**config.mk**
```make
export PLATFORM = sky130hd
export DESIGN_NAME = calendar_time_add_seconds_flat
export DESIGN_NICKNAME = d
export VERILOG_FILES = /design/src/rtl/cta_pkg.sv /design/src/rtl/cta_in_if.sv /design/src/rtl/cta_out_if.sv /design/src/rtl/cta_prep.sv /design/src/rtl/cta_core.sv /design/src/rtl/calendar_time_add_seconds.sv /design/src/flat_wrapper.sv
export SDC_FILE = /design/constraint.sdc
export NUM_CORES = 1
export LEC_CHECK = 0
export ABC_AREA = 1
export BUFFER_PORTS_ARGS = -buffer_cell sky130_fd_sc_hd__buf_2
export CAP_MARGIN = 5
export CELL_PAD_IN_SITES_DETAIL_PLACEMENT = 1
export CELL_PAD_IN_SITES_GLOBAL_PLACEMENT = 2
export CORE_MARGIN = 2
export CORE_UTILIZATION = 46
export DETAILED_ROUTE_END_ITERATION = 10
export HOLD_SLACK_MARGIN = 0.02
export MAX_ROUTING_LAYER = met4
export PLACE_DENSITY = 0.95
export SETUP_SLACK_MARGIN = 0.3
export SLEW_MARGIN = 20
export SYNTH_ARGS = -nofsm -noshare
export SYNTH_HDL_FRONTEND = slang
export SYNTH_SLANG_ARGS = --single-unit
```
**constraint.sdc**
```tcl
create_clock -name clk -period 22.8 [get_ports clk]
set_input_delay 5.7 -clock clk [delete_from_list [all_inputs] [get_ports clk]]
set_output_delay 5.7 -clock clk [all_outputs]
set_load 0.01 [all_outputs]
```
**src/rtl/cta_pkg.sv**
```systemverilog
// Shared types, constants and helpers for the calendar time adder.
package cta_pkg;

  localparam logic OP_LOAD = 1'b0;
  localparam logic OP_ADD  = 1'b1;

  localparam logic [3:0]  MONTH_JAN = 4'd1;
  localparam logic [3:0]  MONTH_FEB = 4'd2;
  localparam logic [3:0]  MONTH_DEC = 4'd12;
  localparam logic [4:0]  DAY_FIRST = 5'd1;
  localparam logic [4:0]  DAY_LONG  = 5'd31;

  localparam logic [15:0] YEAR_RST   = 16'd2000;
  localparam logic [8:0]  Y400_RST   = 9'd0;     // 2000 mod 400
  localparam logic [15:0] YEAR_MAX   = 16'hFFFF;
  localparam logic [8:0]  Y400_LAST  = 9'd399;
  localparam logic [8:0]  Y400_OFMAX = 9'd335;   // 65535 mod 400

  localparam logic [17:0] SEC_PER_DAY = 18'd86400;
  localparam logic [16:0] SEC_PER_HR  = 17'd3600;
  localparam logic [11:0] SEC_PER_MIN = 12'd60;
  localparam logic [15:0] YEARS_400   = 16'd400;

  // Exact reciprocals: (x >> 4) * R >> S over the full input range.
  localparam logic [13:0] RCP_HR   = 14'd9321;   // 1/225, shift 21
  localparam logic [11:0] RCP_Y400 = 12'd2622;   // 1/25,  shift 16
  localparam logic [10:0] RCP_MIN  = 11'd1093;   // 1/15,  shift 14 (after >> 2)

  // One item as it moves down the decomposition pipeline.
  typedef struct packed {
    logic        op;
    logic [15:0] year;
    logic [3:0]  month;
    logic [4:0]  day;
    logic [4:0]  hour;
    logic [5:0]  minute;
    logic [5:0]  second;
    logic [16:0] dpos;   // delta folded into 0..86399
    logic        neg;    // delta was negative: one day owed back
    logic [4:0]  dh;
    logic [7:0]  yq;
    logic [11:0] rem;
    logic [8:0]  y400;
    logic [5:0]  dm;
    logic [5:0]  ds;
  } item_t;

  function automatic logic is_leap(input logic [8:0] y400);
    logic century;
    century = (y400 == 9'd100) || (y400 == 9'd200) || (y400 == 9'd300);
    return ((y400[1:0] == 2'b00) && !century) || (y400 == 9'd0);
  endfunction

  function automatic logic [4:0] month_len(input logic [3:0] month, input logic leap);
    logic [4:0] len;
    len = DAY_LONG;
    if (month == MONTH_FEB) begin
      len = leap ? 5'd29 : 5'd28;
    end else if (month inside {4'd4, 4'd6, 4'd9, 4'd11}) begin
      len = 5'd30;
    end
    return len;
  endfunction

endpackage

```
**src/rtl/cta_in_if.sv**
```systemverilog
// Request channel: load or add-seconds request.
interface cta_in_if;
  logic               valid;
  logic               ready;
  logic               op;
  logic        [15:0] new_year;
  logic        [3:0]  new_month;
  logic        [4:0]  new_day;
  logic        [4:0]  new_hour;
  logic        [5:0]  new_minute;
  logic        [5:0]  new_second;
  logic signed [15:0] delta_seconds;

  modport source (
    output valid, op, new_year, new_month, new_day, new_hour, new_minute,
           new_second, delta_seconds,
    input  ready
  );
  modport sink (
    input  valid, op, new_year, new_month, new_day, new_hour, new_minute,
           new_second, delta_seconds,
    output ready
  );
endinterface

```
**src/rtl/cta_out_if.sv**
```systemverilog
// Result channel: date and time after each request.
interface cta_out_if;
  logic        valid;
  logic        ready;
  logic [15:0] cur_year;
  logic [3:0]  cur_month;
  logic [4:0]  cur_day;
  logic [4:0]  cur_hour;
  logic [5:0]  cur_minute;
  logic [5:0]  cur_second;

  modport source (
    output valid, cur_year, cur_month, cur_day, cur_hour, cur_minute, cur_second,
    input  ready
  );
  modport sink (
    input  valid, cur_year, cur_month, cur_day, cur_hour, cur_minute, cur_second,
    output ready
  );
endinterface

```
**src/rtl/cta_prep.sv**
```systemverilog
// Pipeline that splits the delta into h/m/s and reduces the load year mod 400.
module cta_prep (
  input  logic                clk,
  input  logic                rst_n,
  cta_in_if.sink              in_chan,
  output cta_pkg::item_t      item,
  output logic                item_valid,
  input  logic                item_ready
);

  localparam int NST = 5;

  cta_pkg::item_t st_r   [NST];
  cta_pkg::item_t st_nxt [NST];
  logic [NST-1:0] v_r;
  logic [NST-1:0] vin;
  logic [NST:0]   rdy;

  logic signed [17:0] dext;
  logic signed [17:0] dsum;
  logic [26:0]        prod_h;
  logic [23:0]        prod_y;
  logic [16:0]        rem_full;
  logic [15:0]        y400_full;
  logic [20:0]        prod_m;
  logic [11:0]        sec_full;

  assign dext = 18'(in_chan.delta_seconds);
  assign dsum = dext + signed'(cta_pkg::SEC_PER_DAY);

  // stage 0: capture request, fold delta into one day
  always_comb begin
    st_nxt[0]        = '0;
    st_nxt[0].op     = in_chan.op;
    st_nxt[0].year   = in_chan.new_year;
    st_nxt[0].month  = in_chan.new_month;
    st_nxt[0].day    = in_chan.new_day;
    st_nxt[0].hour   = in_chan.new_hour;
    st_nxt[0].minute = in_chan.new_minute;
    st_nxt[0].second = in_chan.new_second;
    st_nxt[0].neg    = in_chan.delta_seconds[15];
    st_nxt[0].dpos   = in_chan.delta_seconds[15] ? dsum[16:0] : dext[16:0];
  end

  // stage 1: hours of delta, year / 400
  assign prod_h = 27'(st_r[0].dpos[16:4]) * 27'(cta_pkg::RCP_HR);
  assign prod_y = 24'(st_r[0].year[15:4]) * 24'(cta_pkg::RCP_Y400);
  always_comb begin
    st_nxt[1]    = st_r[0];
    st_nxt[1].dh = prod_h[25:21];
    st_nxt[1].yq = prod_y[23:16];
  end

  // stage 2: remainders
  assign rem_full  = st_r[1].dpos - 17'(st_r[1].dh) * cta_pkg::SEC_PER_HR;
  assign y400_full = st_r[1].year - 16'(st_r[1].yq) * cta_pkg::YEARS_400;
  always_comb begin
    st_nxt[2]      = st_r[1];
    st_nxt[2].rem  = rem_full[11:0];
    st_nxt[2].y400 = y400_full[8:0];
  end

  // stage 3: minutes of delta
  assign prod_m = 21'(st_r[2].rem[11:2]) * 21'(cta_pkg::RCP_MIN);
  always_comb begin
    st_nxt[3]    = st_r[2];
    st_nxt[3].dm = prod_m[19:14];
  end

  // stage 4: seconds of delta
  assign sec_full = st_r[3].rem - 12'(st_r[3].dm) * cta_pkg::SEC_PER_MIN;
  always_comb begin
    st_nxt[4]    = st_r[3];
    st_nxt[4].ds = sec_full[5:0];
  end

  // a stage loads when empty or when the stage after it moves
  always_comb begin
    rdy[NST] = item_ready;
    for (int k = NST - 1; k >= 0; k--) begin
      rdy[k] = !v_r[k] || rdy[k+1];
    end
  end

  assign vin = {v_r[NST-2:0], in_chan.valid};

  always_ff @(posedge clk) begin
    if (!rst_n) begin
      v_r <= '0;
    end else begin
      for (int k = 0; k < NST; k++) begin
        if (rdy[k]) begin
          v_r[k] <= vin[k];
        end
      end
    end
  end

  always_ff @(posedge clk) begin
    for (int k = 0; k < NST; k++) begin
      if (rdy[k] && vin[k]) begin
        st_r[k] <= st_nxt[k];
      end
    end
  end

  assign in_chan.ready = rdy[0];
  assign item          = st_r[NST-1];
  assign item_valid    = v_r[NST-1];

  a_dh_range: assert property (@(posedge clk) disable iff (!rst_n)
    v_r[1] |-> st_r[1].dh < 5'd24)
    else $error("delta hours out of range");

  a_rem_range: assert property (@(posedge clk) disable iff (!rst_n)
    v_r[2] |-> (st_r[2].rem < 12'd3600 && st_r[2].y400 < 9'd400))
    else $error("remainder out of range");

  a_ds_range: assert property (@(posedge clk) disable iff (!rst_n)
    v_r[4] |-> (st_r[4].dm < 6'd60 && st_r[4].ds < 6'd60))
    else $error("delta minutes or seconds out of range");

endmodule

```
**src/rtl/cta_core.sv**
```systemverilog
// Date/time state: mixed-radix add with day, month and year carry.
module cta_core (
  input  logic                clk,
  input  logic                rst_n,
  input  cta_pkg::item_t      item,
  input  logic                item_valid,
  output logic                item_ready,
  cta_out_if.source           out_chan
);

  logic [15:0] year_r,   year_nxt;
  logic [3:0]  month_r,  month_nxt;
  logic [4:0]  day_r,    day_nxt;
  logic [4:0]  hour_r,   hour_nxt;
  logic [5:0]  minute_r, minute_nxt;
  logic [5:0]  second_r, second_nxt;
  logic [8:0]  y400_r,   y400_nxt;
  logic        out_valid_r;

  logic        take;
  logic [6:0]  ssum, msum;
  logic [5:0]  hsum;
  logic [1:0]  cs, cm, ch;
  logic [5:0]  sec_add, min_add;
  logic [4:0]  hour_add;
  logic        day_up, day_dn;
  logic        leap;
  logic [4:0]  cur_len, prev_len;
  logic [8:0]  y400_inc, y400_dec;

  assign item_ready = !out_valid_r || out_chan.ready;
  assign take       = item_valid && item_ready;

  always_comb begin
    ssum = 7'(second_r) + 7'(item.ds);
    if (ssum >= 7'd120) begin
      cs = 2'd2; sec_add = 6'(ssum - 7'd120);
    end else if (ssum >= 7'd60) begin
      cs = 2'd1; sec_add = 6'(ssum - 7'd60);
    end else begin
      cs = 2'd0; sec_add = ssum[5:0];
    end

    msum = 7'(minute_r) + 7'(item.dm) + 7'(cs);
    if (msum >= 7'd120) begin
      cm = 2'd2; min_add = 6'(msum - 7'd120);
    end else if (msum >= 7'd60) begin
      cm = 2'd1; min_add = 6'(msum - 7'd60);
    end else begin
      cm = 2'd0; min_add = msum[5:0];
    end

    hsum = 6'(hour_r) + 6'(item.dh) + 6'(cm);
    if (hsum >= 6'd48) begin
      ch = 2'd2; hour_add = 5'(hsum - 6'd48);
    end else if (hsum >= 6'd24) begin
      ch = 2'd1; hour_add = 5'(hsum - 6'd24);
    end else begin
      ch = 2'd0; hour_add = hsum[4:0];
    end
  end

  // net day move is ch minus the day folded into a negative delta
  assign day_up = item.neg ? (ch == 2'd2) : (ch == 2'd1);
  assign day_dn = item.neg && (ch == 2'd0);

  assign leap     = cta_pkg::is_leap(y400_r);
  assign cur_len  = cta_pkg::month_len(month_r, leap);
  assign prev_len = cta_pkg::month_len(4'(month_r - 4'd1), leap);

  // year mod 400 tracks the 16-bit wrap
  assign y400_inc = (year_r == cta_pkg::YEAR_MAX || y400_r == cta_pkg::Y400_LAST) ?
                    9'd0 : 9'(y400_r + 9'd1);
  assign y400_dec = (year_r == 16'd0) ? cta_pkg::Y400_OFMAX :
                    (y400_r == 9'd0) ? cta_pkg::Y400_LAST : 9'(y400_r - 9'd1);

  always_comb begin
    year_nxt   = year_r;
    month_nxt  = month_r;
    day_nxt    = day_r;
    hour_nxt   = hour_r;
    minute_nxt = minute_r;
    second_nxt = second_r;
    y400_nxt   = y400_r;
    if (take) begin
      if (item.op == cta_pkg::OP_LOAD) begin
        year_nxt   = item.year;
        month_nxt  = item.month;
        day_nxt    = item.day;
        hour_nxt   = item.hour;
        minute_nxt = item.minute;
        second_nxt = item.second;
        y400_nxt   = item.y400;
      end else begin
        hour_nxt   = hour_add;
        minute_nxt = min_add;
        second_nxt = sec_add;
        if (day_up) begin
          if (day_r >= cur_len) begin
            day_nxt = cta_pkg::DAY_FIRST;
            if (month_r >= cta_pkg::MONTH_DEC) begin
              month_nxt = cta_pkg::MONTH_JAN;
              year_nxt  = 16'(year_r + 16'd1);
              y400_nxt  = y400_inc;
            end else begin
              month_nxt = 4'(month_r + 4'd1);
            end
          end else begin
            day_nxt = 5'(day_r + 5'd1);
          end
        end else if (day_dn) begin
          if (day_r <= cta_pkg::DAY_FIRST) begin
            if (month_r <= cta_pkg::MONTH_JAN) begin
              month_nxt = cta_pkg::MONTH_DEC;
              year_nxt  = 16'(year_r - 16'd1);
              y400_nxt  = y400_dec;
              day_nxt   = cta_pkg::DAY_LONG;
            end else if (month_r > cta_pkg::MONTH_DEC) begin
              month_nxt = cta_pkg::MONTH_DEC;
              day_nxt   = cta_pkg::DAY_LONG;
            end else begin
              month_nxt = 4'(month_r - 4'd1);
              day_nxt   = prev_len;
            end
          end else begin
            day_nxt = 5'(day_r - 5'd1);
          end
        end
      end
    end
  end

  always_ff @(posedge clk) begin
    if (!rst_n) begin
      year_r      <= cta_pkg::YEAR_RST;
      month_r     <= cta_pkg::MONTH_JAN;
      day_r       <= cta_pkg::DAY_FIRST;
      hour_r      <= '0;
      minute_r    <= '0;
      second_r    <= '0;
      y400_r      <= cta_pkg::Y400_RST;
      out_valid_r <= 1'b0;
    end else begin
      year_r   <= year_nxt;
      month_r  <= month_nxt;
      day_r    <= day_nxt;
      hour_r   <= hour_nxt;
      minute_r <= minute_nxt;
      second_r <= second_nxt;
      y400_r   <= y400_nxt;
      if (take) begin
        out_valid_r <= 1'b1;
      end else if (out_chan.ready) begin
        out_valid_r <= 1'b0;
      end
    end
  end

  // state registers double as the result register
  assign out_chan.valid      = out_valid_r;
  assign out_chan.cur_year   = year_r;
  assign out_chan.cur_month  = month_r;
  assign out_chan.cur_day    = day_r;
  assign out_chan.cur_hour   = hour_r;
  assign out_chan.cur_minute = minute_r;
  assign out_chan.cur_second = second_r;

  a_tod_range: assert property (@(posedge clk) disable iff (!rst_n)
    take && item.op == cta_pkg::OP_ADD |=>
      (hour_r < 5'd24 && minute_r < 6'd60 && second_r < 6'd60))
    else $error("time of day out of range after add");

  a_y400_range: assert property (@(posedge clk) disable iff (!rst_n)
    y400_r < 9'd400)
    else $error("year mod 400 tracker out of range");

  a_take_shows: assert property (@(posedge clk) disable iff (!rst_n)
    take |=> out_valid_r)
    else $error("accepted request produced no result");

  a_hold_stall: assert property (@(posedge clk) disable iff (!rst_n)
    !take |=> (year_r == $past(year_r) && day_r == $past(day_r) &&
               second_r == $past(second_r)))
    else $error("state moved without a request");

  a_same_day: assert property (@(posedge clk) disable iff (!rst_n)
    take && item.op == cta_pkg::OP_ADD && !day_up && !day_dn |=>
      (day_r == $past(day_r) && month_r == $past(month_r)))
    else $error("date changed without a day carry");

endmodule

```
**src/rtl/calendar_time_add_seconds.sv**
```systemverilog
// Path: a request passes the 5-stage delta split pipeline, then the core state register.
// Throughput: one request per cycle unless the result side stalls; the date/time
//   update in the core state register sets it; the delta split pipeline runs ahead.
// Reset (sync, active low): pipeline and result empty, date 2000-01-01 00:00:00.
// Top level of the Gregorian date/time register with signed seconds adder.
module calendar_time_add_seconds (
  input  logic        clk,
  input  logic        rst_n,
  cta_in_if.sink      in_chan,
  cta_out_if.source   out_chan
);

  cta_pkg::item_t item;
  logic           item_valid;
  logic           item_ready;

  cta_prep u_prep (
    .clk        (clk),
    .rst_n      (rst_n),
    .in_chan    (in_chan),
    .item       (item),
    .item_valid (item_valid),
    .item_ready (item_ready)
  );

  cta_core u_core (
    .clk        (clk),
    .rst_n      (rst_n),
    .item       (item),
    .item_valid (item_valid),
    .item_ready (item_ready),
    .out_chan   (out_chan)
  );

endmodule

```
**src/flat_wrapper.sv**
```systemverilog
// flat-port wrapper written by rule: the top's interface ports become plain ports
module calendar_time_add_seconds_flat 
  (clk, rst_n, in_chan_valid, in_chan_op, in_chan_new_year, in_chan_new_month, in_chan_new_day, in_chan_new_hour, in_chan_new_minute, in_chan_new_second, in_chan_delta_seconds, in_chan_ready, out_chan_valid, out_chan_cur_year, out_chan_cur_month, out_chan_cur_day, out_chan_cur_hour, out_chan_cur_minute, out_chan_cur_second, out_chan_ready);
  cta_in_if in_chan_i ();
  cta_out_if out_chan_i ();
  input  logic clk;
  input  logic rst_n;
  input wire logic [$bits(in_chan_i.valid)-1:0] in_chan_valid;
  input wire logic [$bits(in_chan_i.op)-1:0] in_chan_op;
  input wire logic [$bits(in_chan_i.new_year)-1:0] in_chan_new_year;
  input wire logic [$bits(in_chan_i.new_month)-1:0] in_chan_new_month;
  input wire logic [$bits(in_chan_i.new_day)-1:0] in_chan_new_day;
  input wire logic [$bits(in_chan_i.new_hour)-1:0] in_chan_new_hour;
  input wire logic [$bits(in_chan_i.new_minute)-1:0] in_chan_new_minute;
  input wire logic [$bits(in_chan_i.new_second)-1:0] in_chan_new_second;
  input wire logic [$bits(in_chan_i.delta_seconds)-1:0] in_chan_delta_seconds;
  output wire logic [$bits(in_chan_i.ready)-1:0] in_chan_ready;
  output wire logic [$bits(out_chan_i.valid)-1:0] out_chan_valid;
  output wire logic [$bits(out_chan_i.cur_year)-1:0] out_chan_cur_year;
  output wire logic [$bits(out_chan_i.cur_month)-1:0] out_chan_cur_month;
  output wire logic [$bits(out_chan_i.cur_day)-1:0] out_chan_cur_day;
  output wire logic [$bits(out_chan_i.cur_hour)-1:0] out_chan_cur_hour;
  output wire logic [$bits(out_chan_i.cur_minute)-1:0] out_chan_cur_minute;
  output wire logic [$bits(out_chan_i.cur_second)-1:0] out_chan_cur_second;
  input wire logic [$bits(out_chan_i.ready)-1:0] out_chan_ready;
  assign in_chan_i.valid = in_chan_valid;
  assign in_chan_i.op = in_chan_op;
  assign in_chan_i.new_year = in_chan_new_year;
  assign in_chan_i.new_month = in_chan_new_month;
  assign in_chan_i.new_day = in_chan_new_day;
  assign in_chan_i.new_hour = in_chan_new_hour;
  assign in_chan_i.new_minute = in_chan_new_minute;
  assign in_chan_i.new_second = in_chan_new_second;
  assign in_chan_i.delta_seconds = in_chan_delta_seconds;
  assign in_chan_ready = in_chan_i.ready;
  assign out_chan_valid = out_chan_i.valid;
  assign out_chan_cur_year = out_chan_i.cur_year;
  assign out_chan_cur_month = out_chan_i.cur_month;
  assign out_chan_cur_day = out_chan_i.cur_day;
  assign out_chan_cur_hour = out_chan_i.cur_hour;
  assign out_chan_cur_minute = out_chan_i.cur_minute;
  assign out_chan_cur_second = out_chan_i.cur_second;
  assign out_chan_i.ready = out_chan_ready;
  calendar_time_add_seconds u_core (.clk(clk), .rst_n(rst_n), .in_chan(in_chan_i), .out_chan(out_chan_i));
endmodule
```
Word level (Yosys, flattened, before mapping)
Memory sizes are Yosys's and may differ from the RTL's.
Cells that the tools add are included.

word-level totals
  register bits = 57
  memory bits (writable) = 535
  input port bits = 63
  output and inout bits = 44
  word-level logic and storage cells = 177
  memories kept = 1

cells by class
  add/sub/neg operators = 23
  multipliers = 6
  magnitude comparators = 11
  equality and inequality tests = 22
  multiplexer cells = 66
  reduce and logical (&&, ||, !) cells = 35

memory list
  memory              words  width  read ports  clocked after memory_dff  wr ports  RTL line        source
  u_core.u_prep.st_r  5      107    5           0                         5         cta_prep.sv:13  cta_pkg::item_t st_r [NST];

operators with widths
  operator                  count
  $mux W16                  7
  $mux W9                   10
  $mux W5                   10
  $mux W6                   6
  $mux W4                   8
  $mul A13 B14 Y26 const B  1
  $sub A6 B6 Y6 const B     4
  $mul A12 B11 Y23 const B  1
  $mul A10 B11 Y20 const B  1
  $mux W1                   19
  $eq A9 B9 Y1 const B      2
  $add A16 B17 Y17 const B  1
  $mux W17                  1
  $add A16 B1 Y16 const B   1
  $eq A16 B16 Y1 const B    1
  $eq A4 B3 Y1 const B      4
  $eq A4 B4 Y1 const B      4
  $logic_not A16 Y1         1
  $sub A16 B1 Y16 const B   1
  $add A6 B6 Y7             2
  $ge A7 B6 Y1 const B      2
  $ge A7 B7 Y1 const B      2
  $sub A12 B12 Y12          1
  $logic_or A1 B1 Y1        10
  other kinds (39)          63

Depth between registers and ports, before layout
Gate-level depths: netlist of run 1.
An unclocked memory read counts as a cell.

  word-level depth = 18
  depth in mapped cells = 54
  depth with buffers taken out = 53

Modules after synthesis
Synthesis of run 1 repeated with hierarchy kept, for this count alone.

second synthesis, totals
  cells, all modules = 2439
  area, all modules = 26203.9 µm²

modules (own cells, without submodules)
  module    instances  cells an instance  area an instance (µm²)  sequential area each (µm²)
  cta_prep  1          1509               20489.7                 12472.0
  cta_core  1          930                5714.2                  1041.0

Least setup slack after synthesis of run 1
No wires, ideal clock.

  path type = input -> output
  from = input out_chan_ready
  to = output in_chan_ready
  data arrival time = 6575 ps
  required time = 17100 ps
  setup slack = 10525 ps
  stages on the path = 10
  path buffers = 0
  cells stage by stage = nor2_1 > inv_1 > nor2_1 > inv_1 > nor2_1 > inv_1 > nor2_1 > inv_1 > nor2_1 > nand2_1

between the ends
  cells in the longest elaborated chain, start to end = 6

RTL lines
  item                             RTL line            source
  start: declaration               flat_wrapper.sv:25  input wire logic [$bits(out_chan_i.ready)-1:0] out_chan_ready;
  $logic_or A1 B1 Y1               cta_core.sv:31      assign item_ready = !out_valid_r || out_chan.ready;
  $logic_or A1 B1 Y1 (5 in a row)  cta_prep.sv:81      rdy[k] = !v_r[k] || rdy[k+1];
  end: declaration                 flat_wrapper.sv:17  output wire logic [$bits(in_chan_i.ready)-1:0] in_chan_ready;

Every way passes these cells.

Worst setup path after layout of run 1
Same ends and word-level chain as after synthesis.

==> results.toml, run 1 <==
[clock_tree]
worst_setup_hold_path_clk_slew_ps = 60
cts_tree = "done"
clock_sink_count = 382
tritoncts.num_buffers = 41
number_of_buffers_on_the_longest_clock_path = 3
clockRootBuffer = "clkbuf_16"
ctsHoldBuffers = 0
insertion_delay_ps = 570
cts_resized = 0
ctsHtreeMaxLevel = 2
cts_setup_buffers = 0

[synthesis]
synth_edf_count = 325
synth_seq_cells = 382
synthDistinctLibCells = 52
post_synthesis_cell_count = 1962
synth.net_count = 2392
postSynthAreaPerCell_um2 = 11.19
largest_family_of_logic_cells_by_synthesized_area = "adder cells"
post_synthesis_simple_gate_area_fraction = 0.1064
synth_area_um2 = 21950
synth.mux.area_fraction = 0
synth-adder-area-share = 0.2399
synth_ff_type = "edfxtp_1"
synth-xor-area-share = 0.03072
yosysWarnings = 0
synth_compound_gate_area_share = 0.06839
proportion_of_synthesized_chip_area_in_sequential_cells = 0.4965
asyncSetResetFlopFracSynth = 0

[layout]
post_route_cells_drive_above_1_share = 0.1050
nNetsFinal = 2522
finish.cell_count_without_fillers = 2744
areaGrowthSynthToFinish_pct = 12.17

[global_route]
grt_antenna_before_repair = 4
grt-ovfl-total = 0
first_pass_grt_wire_length_um = 86380
track_usage = 0.2297
grt_start_max_net_pins = 67
vias_in_the_first_global_route = 16217

[place]
port_buffers = 106
gpl.final_weighted_congestion = 0.8739
dp_worst_setup_slack_ps = 9645
placed_insts = 2664
post-dp-hpwl_um = 38950

[timing]
achievable-frequency_mhz = 75.49
setup_viol = 0
timing.max_slew.rel_slack = 0.3462
final_hold_viol_count = 0
drv_slew = 0
finClkSkew_ps = 25.80
worst_slew_pin_slew_ps = 978.0
final.min_clock_period_ps = 13250
grt_setup_unrepaired = "false"
finalSetupTns_ps = 0
period_share = 0.5810
min_setup_slack_post_route_ps = 9553

[route]
dr.first_iter.drc_count = 739
overall_routed_net_length_um = 53990
detailroute.via_count = 14593
drtAntennaViolNets = 0
detail_route.wl_per_cell_um = 19.68
pre_repair_dr_iteration_count = 5
drc_errors = 0
routed_via_density = 5.318

[worst_setup_path]
cpMaxStageDelayCell = "nor2_1"
critPathCaptureType = "output port"
cp_common_cell = "nor2_1"
timing_worst_setup_path_type = "in2out"
r2r_setup_slack_ps = 13040
critical_path_start_type = "input port"
timing.critical_path.fanout_max = 3
worstPathCellList = "buf_2, nor2_1, inv_1, nor2_1, inv_1, nor2_1, inv_1, nor2_1, inv_1, nor2_1, nand2_1, buf_2"
arrival_ps = 7550
required_ps = 17100
cpPeakStageDelay_ps = 280

[power]
power.leakage_nw = 10.85
power-per-cell-area_nw_per_um2 = 87.20
peakVddDrop_mv = 0.06662
pwr_total_mw = 2.148

[floorplanning]
die_h_um = 222.5
initial_utilization = 0.4627
die-area_um2 = 49490
floorplan.die.width_um = 222.5
ioPinCount = 107
num_rows = 80
coreArea_um2 = 47450

[job]
max_capacitance_violation_count = 0

[hold_path]
worstHoldPathType = "reg2reg"

[outcome]
run_status = "finished, final reports clean"
-- layer usage --
metal	routed length (um)	vias up	global-route usage
met5	0	-	-
met4	1725	0	0.08876
met3	1658	108	0.02777
met2	27730	266	0.4056
met1	22880	7265	0.2681
li1	-	6954	-
-- state kept, by name, indices dropped and copies added (netlist names) --
signal                             cells
u_core.u_core.out_chan.cur_second      6
u_core.u_prep.st_r                   325
u_core.u_prep.v_r                      5
u_core.u_core.out_chan.cur_day         5
u_core.u_core.out_chan.cur_hour        5
u_core.u_core.out_chan.cur_minute      6
u_core.u_core.out_chan.cur_year       16
u_core.u_core.out_chan.cur_month       4
u_core.u_core.out_chan.valid           1
u_core.u_core.y400_r                   9
-- synth_stat cells (16+ instances only) --
cell / count / area share
fa_1: 90 / 0.082
inv_1: 290 / 0.050
edfxtp_1: 325 / 0.44
nand3_1: 92 / 0.021
ha_1: 277 / 0.16
xnor2_1: 28 / 0.011
clkbuf_1: 16 / 0.0027
nand2_1: 273 / 0.047
dfxtp_1: 57 / 0.052
o21ai_0: 87 / 0.020
xor2_1: 49 / 0.020
a21oi_1: 108 / 0.025
nor2_1: 118 / 0.020
-- cell families (layout without fill, tap and decap cells) --
kind of cell    count (synthesis)  in the layout
compound gates                268            268
xor+xnor                       77             77
fa+ha+maj                     367            367
buf+inv                       326            488
flops                         382            382
other cells                     0              5
simple gates                  542            542
-- critical path: cells and delay by family --
kind                   cells  cell delay [ps]
and+or+nand+nor            6             1190
buffers and inverters      6              660
-- area by class of cell --
cell class | instances | area (um^2)
fill | 5116 | 22820
sequential | 382 | 10900
multi-input combinational | 1254 | 9794
inverter | 297 | 1115
clock buffer | 47 | 1069
tap | 615 | 769.5
timing repair buffer | 116 | 605.6
clock inverter | 28 | 361.6
antenna | 5 | 12.51
-- layout by cell type (no fill, tap or decap), types with 4 or more instances in the layout --
master / instances
o31ai_1: 5
nand3b_1: 7
xor2_1: 49
o21ai_0: 87
nor3_1: 14
buf_4: 10
o21ai_1: 14
or2_2: 7
ha_1: 277
fa_1: 90
edfxtp_1: 325
nand2_1: 273
clkinvlp_4: 4
clkbuf_1: 4
dfxtp_1: 57
inv_1: 287
bufinv_16: 7
nand3_1: 92
o211ai_1: 8
buf_2: 106
clkbuf_16: 41
nor2_1: 116
o21bai_1: 10
a211oi_1: 5
xnor2_1: 28
a21oi_1: 108
nand4_1: 14
clkinv_1: 4
clkinv_2: 6
diode_2: 5
inv_2: 9
a31oi_1: 8
a21boi_0: 4
a21oi_2: 5
-- where the power goes --
group          switching [mW]  total [mW]  internal [mW]
clock                   0.286       0.707          0.421
sequential             0.0264       0.830          0.804
combinational           0.364       0.610          0.246
total                   0.677        2.15           1.47
-- per-stage QoR --
step	hold WS (ps)	instance area (um^2)	utilization
after detailed placement	405.2	23180	0.4887
after global routing	414.0	24620	0.5190
after global placement	400.3	23180	0.4887
final	401.0	24630	0.5191
after floorplan	400.3	21950	-
after CTS	413.0	24610	0.5188
-- final timing paths --
check                                  startpoint                             endpoint  cells after the start
min reg2reg            u_core.u_prep.st_r[0][255]           u_core.u_prep.st_r[0][362]                      0
max reg2reg  u_core.u_core.out_chan.cur_second[0]  u_core.u_core.out_chan.cur_year[12]                     50
max                                out_chan_ready                        in_chan_ready                     12
min                    u_core.u_prep.st_r[0][255]           u_core.u_prep.st_r[0][362]                      0
Power figures use the tool's default switching activity.
==> run 2, diff against run 1 <==
--- a/config.mk
+++ b/config.mk
@@ -5,17 +5,17 @@
 export SDC_FILE = /design/constraint.sdc
 export NUM_CORES = 1
 export LEC_CHECK = 0
-export ABC_AREA = 1
+export ABC_AREA = 0
 export BUFFER_PORTS_ARGS = -buffer_cell sky130_fd_sc_hd__buf_2
 export CAP_MARGIN = 5
 export CELL_PAD_IN_SITES_DETAIL_PLACEMENT = 1
 export CELL_PAD_IN_SITES_GLOBAL_PLACEMENT = 2
 export CORE_MARGIN = 2
-export CORE_UTILIZATION = 46
+export CORE_UTILIZATION = 44
 export DETAILED_ROUTE_END_ITERATION = 10
 export HOLD_SLACK_MARGIN = 0.02
 export MAX_ROUTING_LAYER = met4
-export PLACE_DENSITY = 0.95
+export PLACE_DENSITY = 0.91
 export SETUP_SLACK_MARGIN = 0.3
 export SLEW_MARGIN = 20
 export SYNTH_ARGS = -nofsm -noshare
==> constraint.sdc (replaced) <==
create_clock -name clk -period 12.4 [get_ports clk]
set_input_delay 3.1 -clock clk [delete_from_list [all_inputs] [get_ports clk]]
set_output_delay 3.1 -clock clk [all_outputs]
set_load 0.01 [all_outputs]
==> results.toml, run 2 <==
[outcome]
run_status = "finished, final reports clean"

[synthesis]
proportion_of_synthesized_chip_area_in_sequential_cells = 0.5066
synth.top_cells.by_count = "edfxtp_1 (325), ha_1 (277), inv_1 (209), fa_1 (90), a21oi_1 (77)"
synth_largest_area_cell = "edfxtp_1"
synth.most_common_cell = "edfxtp_1"
synth_area_um2 = 21520
synth.net_count = 2126
netlist.area_leader.share = 0.4536
synthDistinctLibCells = 75
synth.area.top_cells = "edfxtp_1 (45%), ha_1 (16%), fa_1 (8.4%)"
asyncSetResetFlopFracSynth = 0
yosysWarnings = 0
synth_edf_count = 325
synth_ff_type = "edfxtp_1"
post_synthesis_cell_count = 1696
synth_seq_cells = 382
postSynthAreaPerCell_um2 = 12.69

[timing]
finClkSkew_ps = 11.89
final.min_clock_period_ps = 10450
worst_slew_pin_slew_ps = 1111
final_hold_viol_count = 0
drv_slew = 0
min_setup_slack_post_route_ps = 1953
timing.max_slew.rel_slack = 0.2571
grt_setup_unrepaired = "false"
period_share = 0.8425
achievable-frequency_mhz = 95.73
setup_viol = 0
finalSetupTns_ps = 0

[worst_setup_path]
worst_reg2reg_path_endpoint = "u_core.u_core.out_chan.cur_year[15]"
worstReg2RegStart = "u_core.u_core.out_chan.cur_second[0]"
path_length_in_cells_of_the_critical_path = 44
cp_common_cell = "ha_1"
arrival_ps = 10880
timing.critical_path.fanout_max = 49
cpPeakStageDelay_ps = 480
critPathBufInv = 6
cp_top_family = "adder cells"
cpMaxStageDelayCell = "a221oi_1"
r2r.worst_path.cells = 44
critical_path.startpoint = "u_core.u_core.out_chan.cur_second[0]"
timing_worst_setup_path_type = "reg2reg"
critical_path_start_type = "flop"
worst_setup_path_endpoint = "u_core.u_core.out_chan.cur_year[15]"
critPathCaptureType = "flop"
r2r_setup_slack_ps = 1950
required_ps = 12830

[clock_tree]
clock_sink_count = 382
number_of_buffers_on_the_longest_clock_path = 3
insertion_delay_ps = 560
worst_setup_hold_path_clk_slew_ps = 60
cts_resized = 0
tritoncts.num_buffers = 42
ctsHtreeMaxLevel = 2
clockRootBuffer = "clkbuf_16"
cts_setup_buffers = 0
cts_tree = "done"
ctsHoldBuffers = 0

[layout]
layout_commonest_cell = "edfxtp_1"
layout_common_cells = "edfxtp_1 (325), ha_1 (277), inv_1 (208), buf_2 (106), fa_1 (90)"
number_of_flip_flops_in_the_largest_register = 325
post_route_cells_drive_above_1_share = 0.1123
multi_input_area_um2 = 9681
max_flop_register = "u_core.u_prep.st_r"
post-route-util = 0.4959
areaGrowthSynthToFinish_pct = 12.13
antenna_cells_inserted = 0
seqCellArea_um2 = 10900
fill_cells = 5013
nNetsFinal = 2241

[route]
routed_via_density = 5.361
detail_route.wl_per_cell_um = 19.28
detailroute.via_count = 13220
pre_repair_dr_iteration_count = 4
dr.first_iter.drc_count = 599
drc_errors = 0
overall_routed_net_length_um = 47540
drtAntennaViolNets = 0

[power]
power.leakage_nw = 10.14
peakVddDrop_mv = 0.1230
combinationalPowerShare = 0.299
power.share.clock = 0.312
sequentialPowerShare = 0.389
power.switching_fraction = 0.3063
power.net_switching_mw = 1.206
power_report.internal_total_mw = 2.733
power-per-cell-area_nw_per_um2 = 163.3

[floorplanning]
num_rows = 81
floorplan.die.width_um = 225.1
coreArea_um2 = 48650
die_h_um = 225.1
ioPinCount = 107
die-area_um2 = 50680
initial_utilization = 0.4423

[global_route]
grt_antenna_before_repair = 0
track_usage = 0.2001
vias_in_the_first_global_route = 14440
first_pass_grt_wire_length_um = 77380
grt_start_max_net_pins = 63
grt-ovfl-total = 0

[place]
port_buffers = 106
post-dp-hpwl_um = 35330
dp_worst_setup_slack_ps = 2126
gpl.final_weighted_congestion = 0.8534

[hold_path]
worstHoldPathType = "reg2reg"

[job]
max_capacitance_violation_count = 0
[run 2: cell count changes after synthesis, moves of 31 or more]
| cell | change |
|---|---|
| a21oi_1 | -31 |
| inv_1 | -81 |
| nand2_1 | -202 |
| nand3_1 | -69 |
| nor2_1 | -45 |
| xnor2_1 | +35 |
[run 2: cells by family after synthesis]
group | count (synthesis) | synth area share
multiplexers | 16 | 0.007443
AND/OR/NAND/NOR | 290 | 0.06769
adder cells (fa/ha/maj) | 367 | 0.2448
buffers and inverters | 255 | 0.04600
AO/OA/AOI/OAI | 299 | 0.09130
XOR/XNOR | 87 | 0.03611
flip-flops | 382 | 0.5066
[run 2: worst reg2reg max path: cells and delay by family (launching register included)]
family,cells,cell delay (ps)
AOI/OAI and AO/OA,13,3100
xor gates and xnor gates,3,680
adders and majority gates,12,3520
buffers and inverters,6,980
DFF,1,380
muxes,1,180
and+or+nand+nor,9,1510
[run 2: how the worst min path moves through the flow]
| stage | cells after the start | slack, ps | endpoint | start |
|---|---|---|---|---|
| finish | 0 | 420 | u_core.u_prep.st_r[0][401] | u_core.u_prep.st_r[0][294] |
| global route | 0 | 410 | u_core.u_prep.st_r[0][401] | u_core.u_prep.st_r[0][294] |
| CTS | 0 | 410 | u_core.u_prep.st_r[0][401] | u_core.u_prep.st_r[0][294] |
| detailed placement | 0 | 410 | u_core.u_prep.st_r[0][409] | u_core.u_prep.st_r[0][302] |
| global placement | 0 | 400 | u_core.u_prep.st_r[0][501] | u_core.u_prep.st_r[0][394] |
| floorplan | 0 | 400 | u_core.u_prep.st_r[0][153] | u_core.u_prep.st_r[0][46] |
[run 2: metrics by stage]
stage | cell area [um^2] | power [mW] | hold slack [ps] | cells
final | 24130 | 3.939 | 417.0 | 2466
after floorplan | 21520 | 2.416 | 400.3 | 1696
after global routing | 24130 | 4.232 | 412.3 | 2466
after CTS | 24130 | 4.007 | 413.1 | 2466
after global placement | 22750 | 2.650 | 401.0 | 2389
after detailed placement | 22750 | 2.750 | 406.2 | 2389
[run 2: power by group through the flow]
stage | combinational, mW | clock (mW) | sequential [mW]
final | 1.18 | 1.23 | 1.53
after floorplan | 0.876 | 0 | 1.54
after CTS | 1.21 | 1.26 | 1.54
after global placement | 1.09 | 0 | 1.56
after detailed placement | 1.19 | 0 | 1.56
after global routing | 1.39 | 1.30 | 1.54
[run 2: cell type report]
cell class,instances,share of cell area
clock buffers,54,0.04844
clock inverters,23,0.008454
inverters,210,0.03267
multi-input cells,1059,0.4013
flip-flops and latches,382,0.4518
well taps,622,0.03226
repair buffers,116,0.02510
[run 2: per-layer routing]
layer / up-vias / track usage / part of all wire
li1: 6318 / - / -
met1: 6629 / 0.2408 / 0.44
met2: 199 / 0.3505 / 0.50
met3: 74 / 0.02960 / 0.032
met4: 0 / 0.05554 / 0.026
met5: - / - / 0
